## src/hdl/sbm_pkg.sv

```systemverilog
`default_nettype none

package sbm_pkg;

  localparam int COMP_W     = 24;
  localparam int SQ_W       = 2 * COMP_W;
  localparam int RAD_W      = 64;
  localparam int MAG_W      = 32;
  localparam int REM_W      = MAG_W + 3;
  localparam int NORM_W     = MAG_W + 1;
  localparam int EXP_W      = 6;
  localparam int MANT_W     = 31;
  localparam int LPROD_W    = 2 * MANT_W;
  localparam int LOG_BITS   = 20;
  localparam int LOGI_W     = 5;
  localparam int LOG_W      = LOGI_W + LOG_BITS;
  localparam int K_W        = 27;
  localparam int DBPROD_W   = LOG_W + K_W;
  localparam int SUM_W      = 44;
  localparam int ROOT_STEPS = MAG_W;
  localparam int CNT_W      = 5;

  // 20*log10(2) in Q.24
  localparam logic [K_W-1:0]      DB_PER_OCTAVE = 27'd101008905;
  localparam logic [DBPROD_W:0]   DB_ROUND      = 53'd34359738368;
  localparam logic [NORM_W-1:0]   ONE_Q8        = 33'd256;
  localparam logic [EXP_W-1:0]    EXP_TOP       = 6'd32;
  localparam logic [EXP_W-1:0]    EXP_BIAS      = 6'd8;

  typedef struct packed {
    logic capture;
    logic mul_re;
    logic mul_im;
    logic rad_ld;
    logic root_step;
    logic norm_ld;
    logic norm_shift;
    logic sq_mul;
    logic sq_first;
    logic frac_shift;
    logic db_mul;
    logic db_rnd;
    logic emit;
  } sbm_cmd_t;

  typedef struct packed {
    logic out_free;
    logic db_mode;
    logic norm_top;
  } sbm_sts_t;

endpackage

`default_nettype wire

```

## src/hdl/sbm_if.sv

```systemverilog
`default_nettype none

interface sbm_in_if;
  import sbm_pkg::*;

  logic                     valid;
  logic                     ready;
  logic signed [COMP_W-1:0] re_part;
  logic signed [COMP_W-1:0] im_part;
  logic                     frame_end;

  modport source (output valid, output re_part, output im_part, output frame_end,
                  input ready);
  modport sink (input valid, input re_part, input im_part, input frame_end,
                output ready);
endinterface

interface sbm_out_if;
  import sbm_pkg::*;

  logic             valid;
  logic             ready;
  logic [MAG_W-1:0] bin_value;
  logic [MAG_W-1:0] peak_value;
  logic [SUM_W-1:0] value_sum;
  logic             frame_done;

  modport source (output valid, output bin_value, output peak_value, output value_sum,
                  output frame_done, input ready);
  modport sink (input valid, input bin_value, input peak_value, input value_sum,
                input frame_done, output ready);
endinterface

`default_nettype wire

```

## src/hdl/sbm_ctrl.sv

```systemverilog
`default_nettype none

module sbm_ctrl (
  input  logic              clk,
  input  logic              rst_n,
  input  logic              in_valid,
  output logic              in_ready,
  input  sbm_pkg::sbm_sts_t sts,
  output sbm_pkg::sbm_cmd_t cmd
);
  import sbm_pkg::*;

  typedef enum logic [10:0] {
    ST_IDLE    = 11'b000_0000_0001,
    ST_SQ_RE   = 11'b000_0000_0010,
    ST_SQ_IM   = 11'b000_0000_0100,
    ST_ADD     = 11'b000_0000_1000,
    ST_ROOT    = 11'b000_0001_0000,
    ST_NORM_LD = 11'b000_0010_0000,
    ST_NORM    = 11'b000_0100_0000,
    ST_LOG     = 11'b000_1000_0000,
    ST_DB_MUL  = 11'b001_0000_0000,
    ST_DB_RND  = 11'b010_0000_0000,
    ST_EMIT    = 11'b100_0000_0000
  } state_t;

  state_t           state_r, state_nxt;
  logic [CNT_W-1:0] cnt_r, cnt_nxt;

  always_comb begin
    state_nxt = state_r;
    cnt_nxt   = cnt_r;
    cmd       = '0;
    in_ready  = 1'b0;
    case (state_r)
      ST_IDLE: begin
        in_ready = 1'b1;
        if (in_valid) begin
          cmd.capture = 1'b1;
          state_nxt   = ST_SQ_RE;
        end
      end
      ST_SQ_RE: begin
        cmd.mul_re = 1'b1;
        state_nxt  = ST_SQ_IM;
      end
      ST_SQ_IM: begin
        cmd.mul_im = 1'b1;
        state_nxt  = ST_ADD;
      end
      ST_ADD: begin
        cmd.rad_ld = 1'b1;
        cnt_nxt    = '0;
        state_nxt  = ST_ROOT;
      end
      ST_ROOT: begin
        cmd.root_step = 1'b1;
        cnt_nxt       = cnt_r + 1'b1;
        if (cnt_r == CNT_W'(ROOT_STEPS - 1)) begin
          state_nxt = sts.db_mode ? ST_NORM_LD : ST_EMIT;
        end
      end
      ST_NORM_LD: begin
        cmd.norm_ld = 1'b1;
        state_nxt   = ST_NORM;
      end
      ST_NORM: begin
        if (sts.norm_top) begin
          cnt_nxt   = '0;
          state_nxt = ST_LOG;
        end else begin
          cmd.norm_shift = 1'b1;
        end
      end
      ST_LOG: begin
        cnt_nxt = cnt_r + 1'b1;
        // first squaring has no fraction bit yet, the last only collects one
        if (cnt_r == '0) begin
          cmd.sq_mul   = 1'b1;
          cmd.sq_first = 1'b1;
        end else if (cnt_r == CNT_W'(LOG_BITS)) begin
          cmd.frac_shift = 1'b1;
          state_nxt      = ST_DB_MUL;
        end else begin
          cmd.sq_mul     = 1'b1;
          cmd.frac_shift = 1'b1;
        end
      end
      ST_DB_MUL: begin
        cmd.db_mul = 1'b1;
        state_nxt  = ST_DB_RND;
      end
      ST_DB_RND: begin
        cmd.db_rnd = 1'b1;
        state_nxt  = ST_EMIT;
      end
      ST_EMIT: begin
        if (sts.out_free) begin
          cmd.emit  = 1'b1;
          state_nxt = ST_IDLE;
        end
      end
      default: begin
        state_nxt = ST_IDLE;
      end
    endcase
  end

  always_ff @(posedge clk) begin
    if (!rst_n) begin
      state_r <= ST_IDLE;
      cnt_r   <= '0;
    end else begin
      state_r <= state_nxt;
      cnt_r   <= cnt_nxt;
    end
  end

`ifndef NO_ASSERTIONS
  a_emit_free: assert property (@(posedge clk) disable iff (!rst_n)
    cmd.emit |-> sts.out_free)
    else $error("result loaded into a full output register");

  a_norm_db: assert property (@(posedge clk) disable iff (!rst_n)
    (state_r == ST_NORM) |-> sts.db_mode)
    else $error("log path entered in linear mode");

  a_one_item: assert property (@(posedge clk) disable iff (!rst_n)
    (in_valid && in_ready) |=> !in_ready)
    else $error("second beat taken while an item is in flight");
`endif

endmodule

`default_nettype wire

```

## src/hdl/sbm_datapath.sv

```systemverilog
`default_nettype none

module sbm_datapath (
  input  logic                              clk,
  input  logic                              rst_n,
  input  sbm_pkg::sbm_cmd_t                 cmd,
  output sbm_pkg::sbm_sts_t                 sts,
  input  logic signed [sbm_pkg::COMP_W-1:0] re_part,
  input  logic signed [sbm_pkg::COMP_W-1:0] im_part,
  input  logic                              frame_end,
  input  logic                              cfg_we,
  input  logic                              cfg_wdata,
  sbm_out_if.source                         out_res
);
  import sbm_pkg::*;

  function automatic logic [COMP_W-1:0] abs_val(input logic [COMP_W-1:0] v);
    abs_val = v[COMP_W-1] ? (~v + 1'b1) : v;
  endfunction

  logic                db_mode_r;
  logic [COMP_W-1:0]   abs_re_r, abs_im_r;
  logic                last_r;
  logic [SQ_W-1:0]     mul_r, acc_r;
  logic [RAD_W-1:0]    rad_r;
  logic [REM_W-1:0]    rem_r;
  logic [MAG_W-1:0]    root_r;
  logic [NORM_W-1:0]   norm_r;
  logic [EXP_W-1:0]    exp_r;
  logic [LPROD_W-1:0]  prod_r;
  logic [LOG_BITS-1:0] frac_r;
  logic [DBPROD_W-1:0] dbprod_r;
  logic [MAG_W-1:0]    db_val_r;
  logic [MAG_W-1:0]    peak_r;
  logic [SUM_W-1:0]    sum_r;
  logic                out_valid_r;
  logic [MAG_W-1:0]    out_bin_r, out_peak_r;
  logic [SUM_W-1:0]    out_sum_r;
  logic                out_done_r;

  logic [COMP_W-1:0]   sq_op;
  logic [SQ_W-1:0]     sq_prod;
  logic [REM_W-1:0]    rem_sh, trial;
  logic [REM_W-1:0]    rem_nxt;
  logic [MAG_W-1:0]    root_nxt;
  logic [MANT_W-1:0]   log_in;
  logic [LPROD_W-1:0]  log_prod;
  logic [LOG_W-1:0]    log_val;
  logic [DBPROD_W-1:0] db_prod;
  logic [DBPROD_W:0]   db_rounded;
  logic [MAG_W-1:0]    bin_val;
  logic [MAG_W-1:0]    peak_nxt;
  logic [SUM_W:0]      sum_wide;
  logic [SUM_W-1:0]    sum_nxt;

  // shared squarer for the two components
  assign sq_op   = cmd.mul_im ? abs_im_r : abs_re_r;
  assign sq_prod = sq_op * sq_op;

  // restoring square root, one result bit per beat of the sequencer
  assign rem_sh = {rem_r[REM_W-3:0], rad_r[RAD_W-1 -: 2]};
  assign trial  = {1'b0, root_r, 2'b01};

  always_comb begin
    if (rem_sh >= trial) begin
      rem_nxt  = rem_sh - trial;
      root_nxt = {root_r[MAG_W-2:0], 1'b1};
    end else begin
      rem_nxt  = rem_sh;
      root_nxt = {root_r[MAG_W-2:0], 1'b0};
    end
  end

  // log2 fraction by repeated squaring of the Q1.30 mantissa
  assign log_in   = cmd.sq_first ? norm_r[NORM_W-1 -: MANT_W] :
                    (prod_r[LPROD_W-1] ? prod_r[LPROD_W-1 -: MANT_W]
                                       : prod_r[LPROD_W-2 -: MANT_W]);
  assign log_prod = log_in * log_in;

  assign log_val    = {LOGI_W'(exp_r - EXP_BIAS), frac_r};
  assign db_prod    = log_val * DB_PER_OCTAVE;
  assign db_rounded = {1'b0, dbprod_r} + DB_ROUND;

  // frame statistics
  assign bin_val  = db_mode_r ? db_val_r : root_r;
  assign peak_nxt = (bin_val > peak_r) ? bin_val : peak_r;
  assign sum_wide = {1'b0, sum_r} + {{(SUM_W + 1 - MAG_W){1'b0}}, bin_val};
  assign sum_nxt  = sum_wide[SUM_W] ? {SUM_W{1'b1}} : sum_wide[SUM_W-1:0];

  assign sts.out_free = !out_valid_r || out_res.ready;
  assign sts.db_mode  = db_mode_r;
  assign sts.norm_top = norm_r[NORM_W-1];

  always_ff @(posedge clk) begin
    if (cmd.capture) begin
      abs_re_r <= abs_val(re_part);
      abs_im_r <= abs_val(im_part);
      last_r   <= frame_end;
    end
    if (cmd.mul_re) begin
      mul_r <= sq_prod;
    end
    if (cmd.mul_im) begin
      acc_r <= mul_r;
      mul_r <= sq_prod;
    end
    if (cmd.rad_ld) begin
      rad_r  <= {acc_r + mul_r, {(RAD_W - SQ_W){1'b0}}};
      rem_r  <= '0;
      root_r <= '0;
    end
    if (cmd.root_step) begin
      rad_r  <= {rad_r[RAD_W-3:0], 2'b00};
      rem_r  <= rem_nxt;
      root_r <= root_nxt;
    end
    if (cmd.norm_ld) begin
      norm_r <= {1'b0, root_r} + ONE_Q8;
      exp_r  <= EXP_TOP;
    end
    if (cmd.norm_shift) begin
      norm_r <= {norm_r[NORM_W-2:0], 1'b0};
      exp_r  <= exp_r - 1'b1;
    end
    if (cmd.sq_mul) begin
      prod_r <= log_prod;
    end
    if (cmd.sq_first) begin
      frac_r <= '0;
    end else if (cmd.frac_shift) begin
      frac_r <= {frac_r[LOG_BITS-2:0], prod_r[LPROD_W-1]};
    end
    if (cmd.db_mul) begin
      dbprod_r <= db_prod;
    end
    if (cmd.db_rnd) begin
      db_val_r <= MAG_W'(db_rounded[DBPROD_W:36]);
    end
    if (cmd.emit) begin
      out_bin_r  <= bin_val;
      out_peak_r <= peak_nxt;
      out_sum_r  <= sum_nxt;
      out_done_r <= last_r;
    end
  end

  always_ff @(posedge clk) begin
    if (!rst_n) begin
      db_mode_r   <= 1'b0;
      peak_r      <= '0;
      sum_r       <= '0;
      out_valid_r <= 1'b0;
    end else begin
      if (cfg_we) begin
        db_mode_r <= cfg_wdata;
      end
      if (cmd.emit) begin
        // statistics restart after the closing bin
        peak_r      <= last_r ? '0 : peak_nxt;
        sum_r       <= last_r ? '0 : sum_nxt;
        out_valid_r <= 1'b1;
      end else if (out_res.ready) begin
        out_valid_r <= 1'b0;
      end
    end
  end

  assign out_res.valid      = out_valid_r;
  assign out_res.bin_value  = out_bin_r;
  assign out_res.peak_value = out_peak_r;
  assign out_res.value_sum  = out_sum_r;
  assign out_res.frame_done = out_done_r;

`ifndef NO_ASSERTIONS
  a_emit_shows: assert property (@(posedge clk) disable iff (!rst_n)
    cmd.emit |=> out_valid_r)
    else $error("loaded result not presented");

  a_peak_ge_bin: assert property (@(posedge clk) disable iff (!rst_n)
    out_valid_r |-> (out_peak_r >= out_bin_r))
    else $error("peak below its own bin");

  a_sum_ge_peak: assert property (@(posedge clk) disable iff (!rst_n)
    out_valid_r |-> (out_sum_r >= {{(SUM_W - MAG_W){1'b0}}, out_peak_r}))
    else $error("frame sum below frame peak");
`endif

endmodule

`default_nettype wire

```

## src/hdl/spectrum_bin_magnitude.sv

```systemverilog
// Spectrum bin magnitude with per-frame peak and sum.
// in_bin: one complex bin per beat (signed re_part, im_part, frame_end flag).
// out_res: one result per bin: bin_value (magnitude, or 20*log10(1+mag) when
//   db_mode is set, both Q24.8), running frame peak, saturating frame sum
//   (Q36.8) and frame_done. Peak and sum restart after the frame_end bin.
// cfg_we/cfg_wdata write db_mode; write only while no bin is in flight.
// One bin at a time: the next beat can be taken in the cycle after the result
//   is loaded. The time a bin takes is set by the 32-step square root, the
//   one-bit-a-cycle normaliser and the 20 squarings of the log unit.
// The result sits in an output register; a stalled receiver holds it and
//   a new bin is still accepted and worked on, waiting only to be loaded.
// Reset (rst_n low, synchronous) clears db_mode, peak, sum and out valid.
`default_nettype none

module spectrum_bin_magnitude (
  input  logic      clk,
  input  logic      rst_n,
  sbm_in_if.sink    in_bin,
  sbm_out_if.source out_res,
  input  logic      cfg_we,
  input  logic      cfg_wdata
);
  import sbm_pkg::*;

  sbm_cmd_t cmd;
  sbm_sts_t sts;
  logic     in_ready;

  sbm_ctrl u_ctrl (
    .clk      (clk),
    .rst_n    (rst_n),
    .in_valid (in_bin.valid),
    .in_ready (in_ready),
    .sts      (sts),
    .cmd      (cmd)
  );

  sbm_datapath u_datapath (
    .clk       (clk),
    .rst_n     (rst_n),
    .cmd       (cmd),
    .sts       (sts),
    .re_part   (in_bin.re_part),
    .im_part   (in_bin.im_part),
    .frame_end (in_bin.frame_end),
    .cfg_we    (cfg_we),
    .cfg_wdata (cfg_wdata),
    .out_res   (out_res)
  );

  assign in_bin.ready = in_ready;

endmodule

`default_nettype wire
```

## src/flat_wrapper.sv

```systemverilog
// flat-port wrapper written by rule: the top's interface ports become plain ports
module spectrum_bin_magnitude_flat import sbm_pkg::*;
  (clk, rst_n, cfg_we, cfg_wdata, in_bin_valid, in_bin_re_part, in_bin_im_part, in_bin_frame_end, in_bin_ready, out_res_valid, out_res_bin_value, out_res_peak_value, out_res_value_sum, out_res_frame_done, out_res_ready);
  sbm_in_if in_bin_i ();
  sbm_out_if out_res_i ();
  input  logic clk;
  input  logic rst_n;
  input  logic cfg_we;
  input  logic cfg_wdata;
  input wire logic [$bits(in_bin_i.valid)-1:0] in_bin_valid;
  input wire logic [$bits(in_bin_i.re_part)-1:0] in_bin_re_part;
  input wire logic [$bits(in_bin_i.im_part)-1:0] in_bin_im_part;
  input wire logic [$bits(in_bin_i.frame_end)-1:0] in_bin_frame_end;
  output wire logic [$bits(in_bin_i.ready)-1:0] in_bin_ready;
  output wire logic [$bits(out_res_i.valid)-1:0] out_res_valid;
  output wire logic [$bits(out_res_i.bin_value)-1:0] out_res_bin_value;
  output wire logic [$bits(out_res_i.peak_value)-1:0] out_res_peak_value;
  output wire logic [$bits(out_res_i.value_sum)-1:0] out_res_value_sum;
  output wire logic [$bits(out_res_i.frame_done)-1:0] out_res_frame_done;
  input wire logic [$bits(out_res_i.ready)-1:0] out_res_ready;
  assign in_bin_i.valid = in_bin_valid;
  assign in_bin_i.re_part = in_bin_re_part;
  assign in_bin_i.im_part = in_bin_im_part;
  assign in_bin_i.frame_end = in_bin_frame_end;
  assign in_bin_ready = in_bin_i.ready;
  assign out_res_valid = out_res_i.valid;
  assign out_res_bin_value = out_res_i.bin_value;
  assign out_res_peak_value = out_res_i.peak_value;
  assign out_res_value_sum = out_res_i.value_sum;
  assign out_res_frame_done = out_res_i.frame_done;
  assign out_res_i.ready = out_res_ready;
  spectrum_bin_magnitude u_core (.clk(clk), .rst_n(rst_n), .in_bin(in_bin_i), .out_res(out_res_i), .cfg_we(cfg_we), .cfg_wdata(cfg_wdata));
endmodule
```

## config.mk

```make
export PLATFORM = sky130hd
export DESIGN_NAME = spectrum_bin_magnitude_flat
export DESIGN_NICKNAME = d
export VERILOG_FILES = /design/src/hdl/sbm_pkg.sv /design/src/hdl/sbm_if.sv /design/src/hdl/sbm_ctrl.sv /design/src/hdl/sbm_datapath.sv /design/src/hdl/spectrum_bin_magnitude.sv /design/src/flat_wrapper.sv
export SDC_FILE = /design/constraint.sdc
export NUM_CORES = 2
export LEC_CHECK = 0
export ABC_CLOCK_PERIOD_IN_PS = 17800
export BUFFER_PORTS_ARGS = -buffer_cell sky130_fd_sc_hd__buf_2
export CORE_UTILIZATION = 35
export DETAILED_ROUTE_END_ITERATION = 12
export SLEW_MARGIN = 25
export SYNTH_ARGS = -nofsm -noshare
export SYNTH_HDL_FRONTEND = slang
export SYNTH_HIERARCHICAL = 1
export SYNTH_SLANG_ARGS = --single-unit
```

## constraint.sdc

```tcl
create_clock -name clk -period 17.8 [get_ports clk]
set_clock_uncertainty 0.1 [all_clocks]
set_input_delay 2.67 -clock clk [delete_from_list [all_inputs] [get_ports clk]]
set_output_delay 2.67 -clock clk [all_outputs]
set_load 0.02 [all_outputs]
```

==> flow_summary.yaml <==
status:
  status: "finished, final reports clean"
synthesis:
  syn_inst: 8002
  synth_seq_cells: 583
  synth_flop_cell: "edfxtp_1"
  seq_area_frac_synth: 0.2068
  syn_area_sq_mm: 0.07910
  ys.warnings.count: 6
  synth-edff-count: 468
  syn_nets: 10210
  synth_area_per_cell_sq_um: 9.885
  synth_cell_types: 99
  synth-async-reset-ratio: 0
clock_network:
  clkSlewWorstSetupHoldPaths_ps: 60
  cts_hold_buf: 0
  htreeDepth: 2
  worstSkewPairLatency_ps: 690
  cts_buffers: 61
  root_buffer: "clkbuf_16"
  postCtsSetupRepairBufs: 0
  post_cts_resized: 0
  cts.sinks: 583
  clockBufferDepth: 3
  tritoncts: "done"
layout:
  area_growth_pct: 8.167
  regArea_sq_mm: 0.01636
  multi_input_comb_area_sq_mm: 0.05518
  layout_common_cells: "1,789 x inv_1, 1,297 x fa_1, 853 x ha_1"
  final_nets: 10270
  mostFrequentLayoutCell: "inv_1"
  n_fill_cell: 22390
  drive_above_1_share: 0.05629
  diodes: 0
sta:
  rsz0062_at_grt: "false"
  min_period_ps: 11680
  hold_viol: 0
  tightest_slew_ps: 1128
  max_freq_mhz: 85.63
  slew_headroom: 0.2473
  drv_slew: 0
  fin_setup_tns_ps: 0
  fin_crit_sh: 0.6561
  setup_viol: 0
floorplan:
  fp.dieH_um: 477.4
  start_util: 0.3521
  fp.coreArea_sq_mm: 0.2247
  io_pins: 166
  dieWidth_um: 477.4
  die_area_sq_mm: 0.2279
  rows: 174
global_routing:
  grt_overflow: 0
  first_global_vias: 58900
  grt_usage: 0.1811
  antenna_found_initial: 1
  grt_max_degree: 91
  grt_pass1_wl_um: 327400
route:
  via_per_inst: 4.981
  final_antenna_net_count: 0
  drt-pass1-iter-count: 5
  wl_um: 205800
  drt_iter0_drc: 3732
  wire_per_inst_um: 18.52
  num_vias: 55340
  drc: 0
placed_design:
  gp_congestion: 0.9324
  io_buffer_count: 165
  hpwl_um: 165200
worst_setup_path:
  path_class: "reg2reg"
  cp-end-kind: "register"
  crit_path_frequent_cell: "fa_1"
  crit_required_ps: 18120
  critical_path.max_fanout: 45
  cp-start-kind: "register"
  slowest_delay_ps: 930
  worstPathArrival_ps: 12000
  cp_slowest_cell: "o21a_1"
min_path:
  worstHoldPathType: "reg2reg"
job:
  drv_cap: 0
==> metal layers <==
metal  global-route usage  up-vias  part of all wire
li1                     -    25550                 -
met1               0.2405    27730              0.43
met2               0.3062     1696              0.48
met3              0.02438      362             0.059
met4              0.05304        0             0.032
met5                    0        -                 0
==> cell families (layout without fill, tap and decap cells) <==
logic type / after synthesis / in the layout / share of synthesized area
adders and majority gates: 2150 / 2150 / 0.4632
buffers and inverters: 2042 / 2159 / 0.09780
and+or+nand+nor: 1762 / 1762 / 0.09681
AOI/OAI and AO/OA: 1033 / 1033 / 0.08507
DFF: 583 / 583 / 0.2068
xor gates and xnor gates: 306 / 306 / 0.03388
muxes: 126 / 126 / 0.01648
==> metrics by stage <==
stage | instances | hold WS [ps] | utilization | area, sq um | setup WS [ps]
after global routing | 11110 | 372.0 | 0.3808 | 85560 | 5474
final | 11110 | 359.8 | 0.3808 | 85560 | 6121
after CTS | 11110 | 361.3 | 0.3808 | 85550 | 5863
after detailed placement | 11000 | 343.5 | 0.3714 | 83450 | 5899
after global placement | 11000 | 352.4 | 0.3714 | 83450 | 6162
after floorplan | 8002 | 333.4 | - | 79100 | 7595
==> state kept, by name, indices dropped and copies added, names as in the netlist, 33 cells and up <==
signal,cells
u_core/u_datapath/rad_r,48
u_core/u_datapath/mul_r,47
u_core/u_datapath/sum_r,44
u_core/u_datapath/norm_r,33
u_core/u_datapath/rem_r,33
u_core/u_datapath/out_res.value_sum,44
u_core/u_datapath/acc_r,47
==> area by class of cell <==
class	instances	share of cell area
Clock buffer	71	0.01840
Clock inverter	44	0.006113
Inverter	1799	0.07892
Multi-Input combinational cell	5377	0.6450
Sequential cell	583	0.1912
Tap cell	2992	0.04375
Timing Repair Buffer	245	0.01667
==> Yosys cell counts, drive strengths merged, types with 9 or more instances <==
cell     instances  area [sq um]
inv           1793          6730
fa            1297         25960
ha             853         10670
nand2          701          2641
nor2           648          2432
edfxtp         468         14050
o21ai          257          1286
a21oi          253          1274
xnor2          217          1901
clkbuf         194         728.2
a21o           157          1179
dfxtp          115          2302
mux2i           92         920.9
xor2            89         779.5
nand3           87         440.4
a22o            67         586.8
o21a            57         427.9
nand4           52         325.3
buf             49         255.2
nor3            43         225.2
and3            36         225.2
nor2b           35         219.0
o21bai          35         262.8
mux2            34         382.9
and2            32         200.2
a211oi          30         230.2
nand2b          30         187.7
o31ai           29         227.7
a31oi           28         190.2
or3             22         147.6
nor4            16         130.1
o211ai          16         120.1
or2             14         87.59
and4            13         113.9
o41ai           12         105.1
a221oi          10         93.84
a21boi           9         71.32
a41oi            9         78.83
o2111ai          9         78.83
==> worst max-delay path: cells and delay by family (launching register included) <==
kind	cells	cell delay (ps)
flip-flops	1	370
buffers and inverters	7	1480
adder cells (fa/ha/maj)	9	4340
AO/OA/AOI/OAI	10	3590
AND/OR/NAND/NOR	4	1460
XOR/XNOR	1	50
==> final timing paths <==
kind / start / endpoint / slack, ps / depth (start not counted)
max reg2reg: u_core/u_ctrl/state_r[0]$_SDFFE_PN1P_ / u_core/u_datapath/prod_r[58]$_DFFE_PP_ / 6120 / 31
max: u_core/u_ctrl/state_r[0]$_SDFFE_PN1P_ / u_core/u_datapath/prod_r[58]$_DFFE_PP_ / 6120 / 31
min reg2reg: u_core/u_datapath/mul_r[2]$_DFFE_PP_ / u_core/u_datapath/acc_r[2]$_DFFE_PP_ / 360 / 0
min: u_core/u_datapath/mul_r[2]$_DFFE_PP_ / u_core/u_datapath/acc_r[2]$_DFFE_PP_ / 360 / 0
Power is not shown: default switching activity piles up to over one toggle a cycle in this logic, so the estimate is an artifact.
